==> config.mk <==
export PLATFORM = sky130hd
export DESIGN_NAME = aes_keyexp
export DESIGN_NICKNAME = d
export VERILOG_FILES = /design/src/rtl/aes_pkg.sv /design/src/rtl/aes_keyexp.sv
export SDC_FILE = /design/constraint.sdc
export NUM_CORES = 2
export LEC_CHECK = 0
export BUFFER_PORTS_ARGS = -buffer_cell sky130_fd_sc_hd__buf_2
export CORE_MARGIN = 2
export CORE_UTILIZATION = 57
export DETAILED_ROUTE_END_ITERATION = 8
export PLACE_DENSITY = 0.77
export REMOVE_ABC_BUFFERS = 1
export SYNTH_ARGS = -nofsm -noshare
export SYNTH_HDL_FRONTEND = slang
export SYNTH_SLANG_ARGS = --single-unit
==> constraint.sdc <==
create_clock -name i_clk -period 4.9 [get_ports i_clk]
set_input_delay 1.47 -clock i_clk [delete_from_list [all_inputs] [get_ports i_clk]]
set_output_delay 1.47 -clock i_clk [all_outputs]
set_load 0.01 [all_outputs]
==> src/rtl/aes_pkg.sv <==
// Package for the AES-128 CBC decryption block: types, constants, GF(2^8) and S-box functions.
// Used by the interfaces, the key expander and the top level.
package aes_pkg;

    localparam int NUM_ROUNDS     = 10;
    localparam int NUM_ROUND_KEYS = 11;
    localparam int KEY_DEPTH      = 22;
    localparam int CFG_IDX_W      = 2;

    typedef enum logic [1:0] {
        REG_KEY_HIGH = 2'd0,
        REG_KEY_LOW  = 2'd1,
        REG_IV_HIGH  = 2'd2,
        REG_IV_LOW   = 2'd3
    } t_reg_idx;

    typedef enum logic [1:0] {
        ST_IDLE = 2'd0,
        ST_RUN  = 2'd1,
        ST_OUT  = 2'd2
    } t_dec_state;

    typedef enum logic [1:0] {
        KS_IDLE = 2'd0,
        KS_RUN  = 2'd1
    } t_ks_state;

    function automatic logic [7:0] xt(input logic [7:0] a);
        xt = {a[6:0], 1'b0} ^ (a[7] ? 8'h1b : 8'h00);
    endfunction

    function automatic logic [7:0] gmul(input logic [7:0] a, input logic [7:0] b);
        logic [7:0] p;
        logic [7:0] x;
        p = 8'h00;
        x = a;
        for (int i = 0; i < 8; i++) begin
            if (b[i]) p = p ^ x;
            x = xt(x);
        end
        gmul = p;
    endfunction

    localparam logic [7:0] SBOX [256] = '{
        8'h63,8'h7c,8'h77,8'h7b,8'hf2,8'h6b,8'h6f,8'hc5,8'h30,8'h01,8'h67,8'h2b,8'hfe,8'hd7,8'hab,8'h76,
        8'hca,8'h82,8'hc9,8'h7d,8'hfa,8'h59,8'h47,8'hf0,8'had,8'hd4,8'ha2,8'haf,8'h9c,8'ha4,8'h72,8'hc0,
        8'hb7,8'hfd,8'h93,8'h26,8'h36,8'h3f,8'hf7,8'hcc,8'h34,8'ha5,8'he5,8'hf1,8'h71,8'hd8,8'h31,8'h15,
        8'h04,8'hc7,8'h23,8'hc3,8'h18,8'h96,8'h05,8'h9a,8'h07,8'h12,8'h80,8'he2,8'heb,8'h27,8'hb2,8'h75,
        8'h09,8'h83,8'h2c,8'h1a,8'h1b,8'h6e,8'h5a,8'ha0,8'h52,8'h3b,8'hd6,8'hb3,8'h29,8'he3,8'h2f,8'h84,
        8'h53,8'hd1,8'h00,8'hed,8'h20,8'hfc,8'hb1,8'h5b,8'h6a,8'hcb,8'hbe,8'h39,8'h4a,8'h4c,8'h58,8'hcf,
        8'hd0,8'hef,8'haa,8'hfb,8'h43,8'h4d,8'h33,8'h85,8'h45,8'hf9,8'h02,8'h7f,8'h50,8'h3c,8'h9f,8'ha8,
        8'h51,8'ha3,8'h40,8'h8f,8'h92,8'h9d,8'h38,8'hf5,8'hbc,8'hb6,8'hda,8'h21,8'h10,8'hff,8'hf3,8'hd2,
        8'hcd,8'h0c,8'h13,8'hec,8'h5f,8'h97,8'h44,8'h17,8'hc4,8'ha7,8'h7e,8'h3d,8'h64,8'h5d,8'h19,8'h73,
        8'h60,8'h81,8'h4f,8'hdc,8'h22,8'h2a,8'h90,8'h88,8'h46,8'hee,8'hb8,8'h14,8'hde,8'h5e,8'h0b,8'hdb,
        8'he0,8'h32,8'h3a,8'h0a,8'h49,8'h06,8'h24,8'h5c,8'hc2,8'hd3,8'hac,8'h62,8'h91,8'h95,8'he4,8'h79,
        8'he7,8'hc8,8'h37,8'h6d,8'h8d,8'hd5,8'h4e,8'ha9,8'h6c,8'h56,8'hf4,8'hea,8'h65,8'h7a,8'hae,8'h08,
        8'hba,8'h78,8'h25,8'h2e,8'h1c,8'ha6,8'hb4,8'hc6,8'he8,8'hdd,8'h74,8'h1f,8'h4b,8'hbd,8'h8b,8'h8a,
        8'h70,8'h3e,8'hb5,8'h66,8'h48,8'h03,8'hf6,8'h0e,8'h61,8'h35,8'h57,8'hb9,8'h86,8'hc1,8'h1d,8'h9e,
        8'he1,8'hf8,8'h98,8'h11,8'h69,8'hd9,8'h8e,8'h94,8'h9b,8'h1e,8'h87,8'he9,8'hce,8'h55,8'h28,8'hdf,
        8'h8c,8'ha1,8'h89,8'h0d,8'hbf,8'he6,8'h42,8'h68,8'h41,8'h99,8'h2d,8'h0f,8'hb0,8'h54,8'hbb,8'h16
    };

    localparam logic [7:0] INV_SBOX [256] = '{
        8'h52,8'h09,8'h6a,8'hd5,8'h30,8'h36,8'ha5,8'h38,8'hbf,8'h40,8'ha3,8'h9e,8'h81,8'hf3,8'hd7,8'hfb,
        8'h7c,8'he3,8'h39,8'h82,8'h9b,8'h2f,8'hff,8'h87,8'h34,8'h8e,8'h43,8'h44,8'hc4,8'hde,8'he9,8'hcb,
        8'h54,8'h7b,8'h94,8'h32,8'ha6,8'hc2,8'h23,8'h3d,8'hee,8'h4c,8'h95,8'h0b,8'h42,8'hfa,8'hc3,8'h4e,
        8'h08,8'h2e,8'ha1,8'h66,8'h28,8'hd9,8'h24,8'hb2,8'h76,8'h5b,8'ha2,8'h49,8'h6d,8'h8b,8'hd1,8'h25,
        8'h72,8'hf8,8'hf6,8'h64,8'h86,8'h68,8'h98,8'h16,8'hd4,8'ha4,8'h5c,8'hcc,8'h5d,8'h65,8'hb6,8'h92,
        8'h6c,8'h70,8'h48,8'h50,8'hfd,8'hed,8'hb9,8'hda,8'h5e,8'h15,8'h46,8'h57,8'ha7,8'h8d,8'h9d,8'h84,
        8'h90,8'hd8,8'hab,8'h00,8'h8c,8'hbc,8'hd3,8'h0a,8'hf7,8'he4,8'h58,8'h05,8'hb8,8'hb3,8'h45,8'h06,
        8'hd0,8'h2c,8'h1e,8'h8f,8'hca,8'h3f,8'h0f,8'h02,8'hc1,8'haf,8'hbd,8'h03,8'h01,8'h13,8'h8a,8'h6b,
        8'h3a,8'h91,8'h11,8'h41,8'h4f,8'h67,8'hdc,8'hea,8'h97,8'hf2,8'hcf,8'hce,8'hf0,8'hb4,8'he6,8'h73,
        8'h96,8'hac,8'h74,8'h22,8'he7,8'had,8'h35,8'h85,8'he2,8'hf9,8'h37,8'he8,8'h1c,8'h75,8'hdf,8'h6e,
        8'h47,8'hf1,8'h1a,8'h71,8'h1d,8'h29,8'hc5,8'h89,8'h6f,8'hb7,8'h62,8'h0e,8'haa,8'h18,8'hbe,8'h1b,
        8'hfc,8'h56,8'h3e,8'h4b,8'hc6,8'hd2,8'h79,8'h20,8'h9a,8'hdb,8'hc0,8'hfe,8'h78,8'hcd,8'h5a,8'hf4,
        8'h1f,8'hdd,8'ha8,8'h33,8'h88,8'h07,8'hc7,8'h31,8'hb1,8'h12,8'h10,8'h59,8'h27,8'h80,8'hec,8'h5f,
        8'h60,8'h51,8'h7f,8'ha9,8'h19,8'hb5,8'h4a,8'h0d,8'h2d,8'he5,8'h7a,8'h9f,8'h93,8'hc9,8'h9c,8'hef,
        8'ha0,8'he0,8'h3b,8'h4d,8'hae,8'h2a,8'hf5,8'hb0,8'hc8,8'heb,8'hbb,8'h3c,8'h83,8'h53,8'h99,8'h61,
        8'h17,8'h2b,8'h04,8'h7e,8'hba,8'h77,8'hd6,8'h26,8'he1,8'h69,8'h14,8'h63,8'h55,8'h21,8'h0c,8'h7d
    };

    // InvMixColumns over a 128-bit state, byte 0 in bits 127:120
    function automatic logic [127:0] inv_mix(input logic [127:0] s);
        logic [127:0] o;
        logic [7:0]   a0, a1, a2, a3;
        for (int c = 0; c < 4; c++) begin
            a0 = s[127 - 32*c -: 8];
            a1 = s[119 - 32*c -: 8];
            a2 = s[111 - 32*c -: 8];
            a3 = s[103 - 32*c -: 8];
            o[127 - 32*c -: 8] = gmul(a0, 8'd14) ^ gmul(a1, 8'd11) ^ gmul(a2, 8'd13) ^ gmul(a3, 8'd9);
            o[119 - 32*c -: 8] = gmul(a0, 8'd9) ^ gmul(a1, 8'd14) ^ gmul(a2, 8'd11) ^ gmul(a3, 8'd13);
            o[111 - 32*c -: 8] = gmul(a0, 8'd13) ^ gmul(a1, 8'd9) ^ gmul(a2, 8'd14) ^ gmul(a3, 8'd11);
            o[103 - 32*c -: 8] = gmul(a0, 8'd11) ^ gmul(a1, 8'd13) ^ gmul(a2, 8'd9) ^ gmul(a3, 8'd14);
        end
        inv_mix = o;
    endfunction

    function automatic logic [127:0] inv_shift_sub(input logic [127:0] s);
        logic [127:0] o;
        for (int c = 0; c < 4; c++) begin
            for (int r = 0; r < 4; r++) begin
                o[127 - 8*(4*c + r) -: 8] = INV_SBOX[s[127 - 8*(4*((c - r + 4) % 4) + r) -: 8]];
            end
        end
        inv_shift_sub = o;
    endfunction

endpackage

==> src/rtl/aes_keyexp.sv <==
// Round-key expander: derives each full round key from the one before, writes the key store.
// Depends on aes_pkg.
module aes_keyexp
    import aes_pkg::*;
(
    input  logic         i_clk,
    input  logic         i_rst_n,
    input  logic         i_start,
    input  logic [127:0] i_key,
    input  logic [3:0]   i_rd_round,
    output logic [127:0] o_rd_key,
    output logic         o_busy
);

    t_ks_state     r_state, n_state;
    logic [127:0]  r_w, n_w;
    logic [3:0]    r_round, n_round;
    logic [7:0]    r_rcon, n_rcon;
    logic [127:0]  r_store [NUM_ROUND_KEYS];
    logic [127:0]  r_rd;
    logic          wr_en;
    logic [3:0]    wr_addr;
    logic [127:0]  wr_data;
    logic [31:0]   t, w0, w1, w2, w3;
    logic [127:0]  nxt;

    always_comb begin
        t  = {SBOX[r_w[23:16]] ^ r_rcon, SBOX[r_w[15:8]], SBOX[r_w[7:0]], SBOX[r_w[31:24]]};
        w0 = r_w[127:96] ^ t;
        w1 = r_w[95:64] ^ w0;
        w2 = r_w[63:32] ^ w1;
        w3 = r_w[31:0] ^ w2;
        nxt = {w0, w1, w2, w3};
    end

    always_ff @(posedge i_clk) begin
        if (!i_rst_n) begin
            r_state <= KS_RUN;
            r_round <= 4'd0;
            r_rcon  <= 8'h01;
            r_w     <= '0;
        end else begin
            r_state <= n_state;
            r_round <= n_round;
            r_rcon  <= n_rcon;
            r_w     <= n_w;
        end
    end

    always_comb begin
        n_state = r_state;
        n_w     = r_w;
        n_round = r_round;
        n_rcon  = r_rcon;
        wr_en   = 1'b0;
        wr_addr = r_round;
        wr_data = r_w;
        unique case (r_state)
            KS_IDLE: begin
                if (i_start) begin
                    n_state = KS_RUN;
                    n_w     = i_key;
                    n_round = 4'd0;
                    n_rcon  = 8'h01;
                end
            end
            KS_RUN: begin
                wr_en   = 1'b1;
                wr_data = (r_round == 4'd0 || r_round == 4'(NUM_ROUNDS)) ? r_w : inv_mix(r_w);
                n_w     = nxt;
                n_rcon  = xt(r_rcon);
                n_round = r_round + 4'd1;
                if (r_round == 4'(NUM_ROUNDS)) n_state = KS_IDLE;
            end
            default: n_state = KS_IDLE;
        endcase
    end

    always_ff @(posedge i_clk) begin
        if (wr_en) r_store[wr_addr] <= wr_data;
        r_rd <= r_store[i_rd_round];
    end

    assign o_rd_key = r_rd;
    assign o_busy   = (r_state == KS_RUN);

endmodule

# After elaboration in Yosys (flattened, before gate mapping)
# Memories as Yosys holds them, arrays and structs flattened. A register that Yosys moved wholly into a read port is not among the register bits.
# Cells that the tools add are included.
# op_classes
add_sub_neg	1
magnitude_cmp	4
eq_ne	4
mux	215
bitwise	218
reduce_logical	6
# ops
op	n
bitwise XOR 8 bit	166
2-to-1 mux 8 bit	153
2-to-1 mux 128 bit	3
bitwise XOR 8 x 5 -> 8 bit	44
case mux 128 bit (2 select lines)	1
2-to-1 mux 5 bit	49
bitwise XOR 32 bit	4
greater-or-equal comparator 9 bit (second input constant)	4
NOT 8 -> 9 bit	4
case mux 8 bit (2 select lines)	1
case mux 4 bit (2 select lines)	1
adder 4 x 1 -> 4 bit (second input constant)	1
equality test 4 bit (second input constant)	1
logical NOT 4 bit	1
2-to-1 mux 2 bit	2
2-to-1 mux 4 bit	1
case mux 2 bit (2 select lines)	1
AND reduction 2 bit	2
2-to-1 mux 1 bit	3
equality test 2 x 1 -> 1 bit (second input constant)	1
logical NOT 2 bit	1
!= test 2 x 1 -> 1 bit (second input constant)	1
!= test 2 bit (second input constant)	1
nonzero test 2 bit	1
logical OR 1 bit	1
# totals
regBits	142
ram_bits	1408
mem_bits_ro	8192
inputBits	135
word_cells	457
mem_count	5
# mem_list
name	depth	word_bits	read_ports	rd_clocked_by_memory_dff	write_ports	line_no	text
(no name shown)	256	8	1	0	0	aes_keyexp.sv:28	t = {SBOX[r_w[23:16]] ^ r_rcon, SBOX[r_w[15:8]], SBOX[r_w[7:0]], SBOX[r_w[31:24]]};
(no name shown)	256	8	1	0	0	aes_keyexp.sv:28	
(no name shown)	256	8	1	0	0	aes_keyexp.sv:28	
(no name shown)	256	8	1	0	0	aes_keyexp.sv:28	
r_store	11	128	1	1	1	aes_keyexp.sv:19	logic [127:0] r_store [NUM_ROUND_KEYS];

# Longest topological paths before layout
# depth
ltp_word	13
mapped_depth	15

# Least setup slack after synthesis
# Ideal clock, no wire load.
# synth_path
path_kind	register to register
start	register r_state[0]
end	memory r_store[5][0] (enable)
setup_time_ns	0.502
arrival_ns	4.216
t_required_ns	4.398
path_slack_ns	0.182
path_stages_with_launch	6
path_buffers	2
path_cell_list	dfxtp_1 > inv_1 > clkbuf_1 > clkbuf_1 > nor3b_1 > and2_1
# synth_between
elab_chain_cells	4
# synth_rtl
element	line_no	text
from (decl)	aes_keyexp.sv:15	t_ks_state r_state, n_state;
from (signal assigned)	aes_keyexp.sv:43	r_state <= n_state;
equality test 2 x 1 -> 1 bit	aes_keyexp.sv:58	unique case (r_state)
2-to-1 mux 1 bit	aes_keyexp.sv:58	
2-to-1 mux 1 bit	aes_keyexp.sv:80	if (wr_en) r_store[wr_addr] <= wr_data;
2-to-1 mux 1 bit (implied by the code)	aes_keyexp.sv:80	
to (decl)	aes_keyexp.sv:19	
# Every way passes these cells.

# Final worst setup path
# layout_path
start	register r_w[19]
end	register r_w[31]
# layout_between
elab_chain_cells	10
# layout_rtl
element	line_no	text
from (decl)	aes_keyexp.sv:16	logic [127:0] r_w, n_w;
from (signal assigned)	aes_keyexp.sv:46	r_w <= n_w;
NOT 8 -> 9 bit (implied by the code)	aes_keyexp.sv:28	
memory read (256 x 8 bit)	--	
2-to-1 mux 8 bit (implied by the code) (2 in series)	aes_keyexp.sv:28	
bitwise XOR 8 bit	aes_keyexp.sv:28	
bitwise XOR 32 bit	aes_keyexp.sv:29	w0 = r_w[127:96] ^ t;
bitwise XOR 32 bit	aes_keyexp.sv:30	w1 = r_w[95:64] ^ w0;
bitwise XOR 32 bit	aes_keyexp.sv:31	w2 = r_w[63:32] ^ w1;
bitwise XOR 32 bit	aes_keyexp.sv:32	w3 = r_w[31:0] ^ w2;
case mux 128 bit (2 select lines)	aes_keyexp.sv:58	
# Every way passes these cells. The select of a mux whose other input is x is not followed.
# A chain may end at the register's enable or synchronous reset.

==> results.py <==
metrics = {
    "critical_path": {
        "r2r_setup_slack_ps": 710,
        "worstReg2RegStart": "r_w[19]",
        "cp_max_fo": 53,
        "worst_ep_required_time_ps": 5570,
        "critPathSlowestCell": "dfxtp_4",
        "r2r_end": "r_w[31]",
        "worst_path_largest_cell_delay_ps": 840,
        "path_class": "flop to flop",
        "worstRegToRegCells": 12,
        "end_kind": "flop",
        "crit_chain": "buf_4, nor2b_1, buf_4, nor3_1, nor3_1, nor3_1, o31ai_1, buf_4, xor3_1, xor2_1, xnor2_1, a21oi_1",
        "arrival_ps": 4860,
        "worst_setup_path_start_kind": "flop",
    },
    "route": {
        "route.vias.total": 62300,
        "drt_iter0_markers": 9843,
        "totalWireLength_um": 298000,
        "route.detailed.drc": 0,
        "wirelength_met1_um": 113000,
        "avgRoutedWirePerCell_um": 33.1,
        "ant_nets": 0,
        "highest_layer": "met5",
        "dr.pass1.iters": 8,
        "wl_met3_um": 38000,
        "vias_per_cell": 6.91,
        "wl_met2_um": 132000,
    },
    "timing": {
        "rsz0062_at_grt": "no",
        "setup_violations": 0,
        "fin_worst_skew_ps": 36.8,
        "slew_headroom_pct": 5.29,
        "setup_ws_ps": 710,
        "min_period_over_period_pct": 85.5,
        "fin_setup_tns_ps": 0,
        "hold_viol": 0,
        "period_minus_slack_ps": 4190,
        "fmax_ghz": 0.239,
        "tightest_slew_ps": 1410,
        "slew_viol_final": 0,
    },
    "yosys": {
        "synth_xor_area_share_pct": 10.2,
        "synthTopCellsByArea": "edfxtp_1 (48%), mux4_2 (11%), xnor2_1 (7.4%)",
        "syn-cell-area_mm2": 0.0878,
        "synthCells": 6621,
        "synth_area_per_cell_um2": 13.3,
        "synth_top_family_by_area": "multiplexers",
        "postSynth.asyncResetShare_pct": 0,
        "synth-main-ff-cell": "edfxtp_1",
        "synth_top_area_share_pct": 48.2,
        "synth_simple_gate_area_share_pct": 7.06,
        "synth_area_leader_cell": "edfxtp_1",
        "synth.distinct_cells": 108,
        "synth-adder-area-share_pct": 0.912,
        "synthMuxAreaShare_pct": 14.3,
        "yosysSeqAreaShare_pct": 54.3,
        "ys_ff_latch": 1677,
        "synth_compound_area_share_pct": 9.90,
        "synth_edf_count": 1408,
        "ys_warn_count": 0,
    },
    "clock_tree": {
        "htree_num_levels": 4,
        "cts_root_buffer": "clkbuf_16",
        "clkLatencyLatePin_ps": 830,
        "post_cts_resized": 0,
        "ctsHoldBuffers": 0,
        "clockBufferDepth": 3,
        "clock_sinks": 1677,
        "post_cts_buffers": 0,
        "clk_pin_slew_ps": 60,
        "cts_made_buffers": 162,
        "cts_tree": "done",
    },
    "worst_hold_path": {
        "whs_endpoint": "o_rd_key[101]",
        "min-delay-start": "r_store[10][101]",
        "hp-class": "flop to flop",
        "hold_depth": 1,
    },
    "floorplanning": {
        "rows": 144,
        "die_width_um": 396,
        "start_util_pct": 57.2,
        "die_h_um": 396,
        "io_pins": 264,
        "die_area_mm2": 0.157,
        "core_area_mm2": 0.154,
    },
    "grt": {
        "grt_usage_pct": 37.3,
        "grt_max_degree": 132,
        "grt.overflow.total": 0,
        "grt_pass1_wl_um": 428000,
        "antenna_found_initial": 33,
        "grt_pass1_vias": 60300,
    },
    "finish": {
        "layout.nets": 7032,
        "fillers": 11100,
        "mostFrequentLayoutCells": "edfxtp_1 (1408), xnor2_1 (743), mux4_2 (418)",
        "areaGrowthSynthToFinish_pct": 11.6,
        "seqCellArea_mm2": 0.0477,
        "layout-drive-gt1-share_pct": 23.5,
        "final_common_cell": "edfxtp_1",
        "multi_input_area_mm2": 0.0372,
    },
    "place": {
        "portBuffers": 263,
        "routabilityCongestion": 1.08,
        "dp_hpwl_um": 196000,
        "pre_cts_ws_ps": 840,
    },
    "outcome": {
        "outcome": "finished clean",
    },
    "flow_run": {
        "max_cap_viol_count": 0,
    },
}
synth_stat cells (86+ instances only):
cell,n
nand2_1,313
mux4_2,418
nor3_1,103
a21oi_1,275
buf_2,139
o21ai_0,381
xor2_1,208
nand2b_1,99
mux2_2,197
mux2i_1,86
nand3_1,86
nor2b_1,124
a211oi_1,139
dfxtp_1,269
nor2_1,224
edfxtp_1,1408
xnor2_1,743
clkbuf_1,348
per-stage QoR:
step | util, % | hold WS (ps) | instance area (um2) | std cells
detailed placement | 60.3 | 542 | 92500 | 8712
global route | 63.8 | 552 | 97900 | 9019
global placement | 60.3 | 522 | 92500 | 8711
finish | 63.8 | 536 | 97900 | 9022
CTS | 63.8 | 537 | 97900 | 9015
floorplan | - | 495 | 85000 | 6002
area by class of cell:
cell class	instances	share of cell area [%]
timing repair buffer	667	5.00
clock inverter	81	0.987
sequential	1677	48.7
multi-input combinational	4269	38.0
tap	2044	2.61
inverter	56	0.215
antenna	6	0.0153
clock buffer	222	4.51
worst max path at each step:
stage | startpoint | end | slack, ps | cells after the start
after floorplan | r_state[0] | r_store[0][125] | -17100 | 2
after global placement | r_w[9] | r_w[16] | 810 | 14
after detailed placement | r_w[9] | r_w[23] | 840 | 12
after CTS | r_w[9] | r_w[23] | 820 | 12
after global routing | r_w[24] | r_w[2] | 550 | 12
final | r_w[19] | r_w[31] | 710 | 12
layer usage:
layer	up-vias	GRT usage (%)
met4	34	15.9
met5	-	0
met2	4547	55.4
met1	31300	51.6
met3	878	10.8
li1	25600	-
cell families after synthesis:
| family | after synthesis |
|---|---|
| flops | 1677 |
| compound gates | 1314 |
| simple gates | 1210 |
| xor+xnor | 978 |
| mux | 703 |
| buf+inv | 675 |
| fa+ha+maj | 64 |
critical path, delay by kind of cell, from the launching register on:
family                    cells  cell delay (ps)
and+or+nand+nor               4             1230
xor gates and xnor gates      3              860
DFF                           1              840
buffers and inverters         3              850
AOI/OAI and AO/OA             2              230
sequential cells by signal, summed over array words and instances, names as in the netlist:
signal / cells
r_state: 1
r_w: 128
o_rd_key: 128
r_round: 4
r_store: 1408
r_rcon: 8
Power is not shown: default switching activity piles up to over one toggle a cycle in this logic, so the estimate is an artifact.
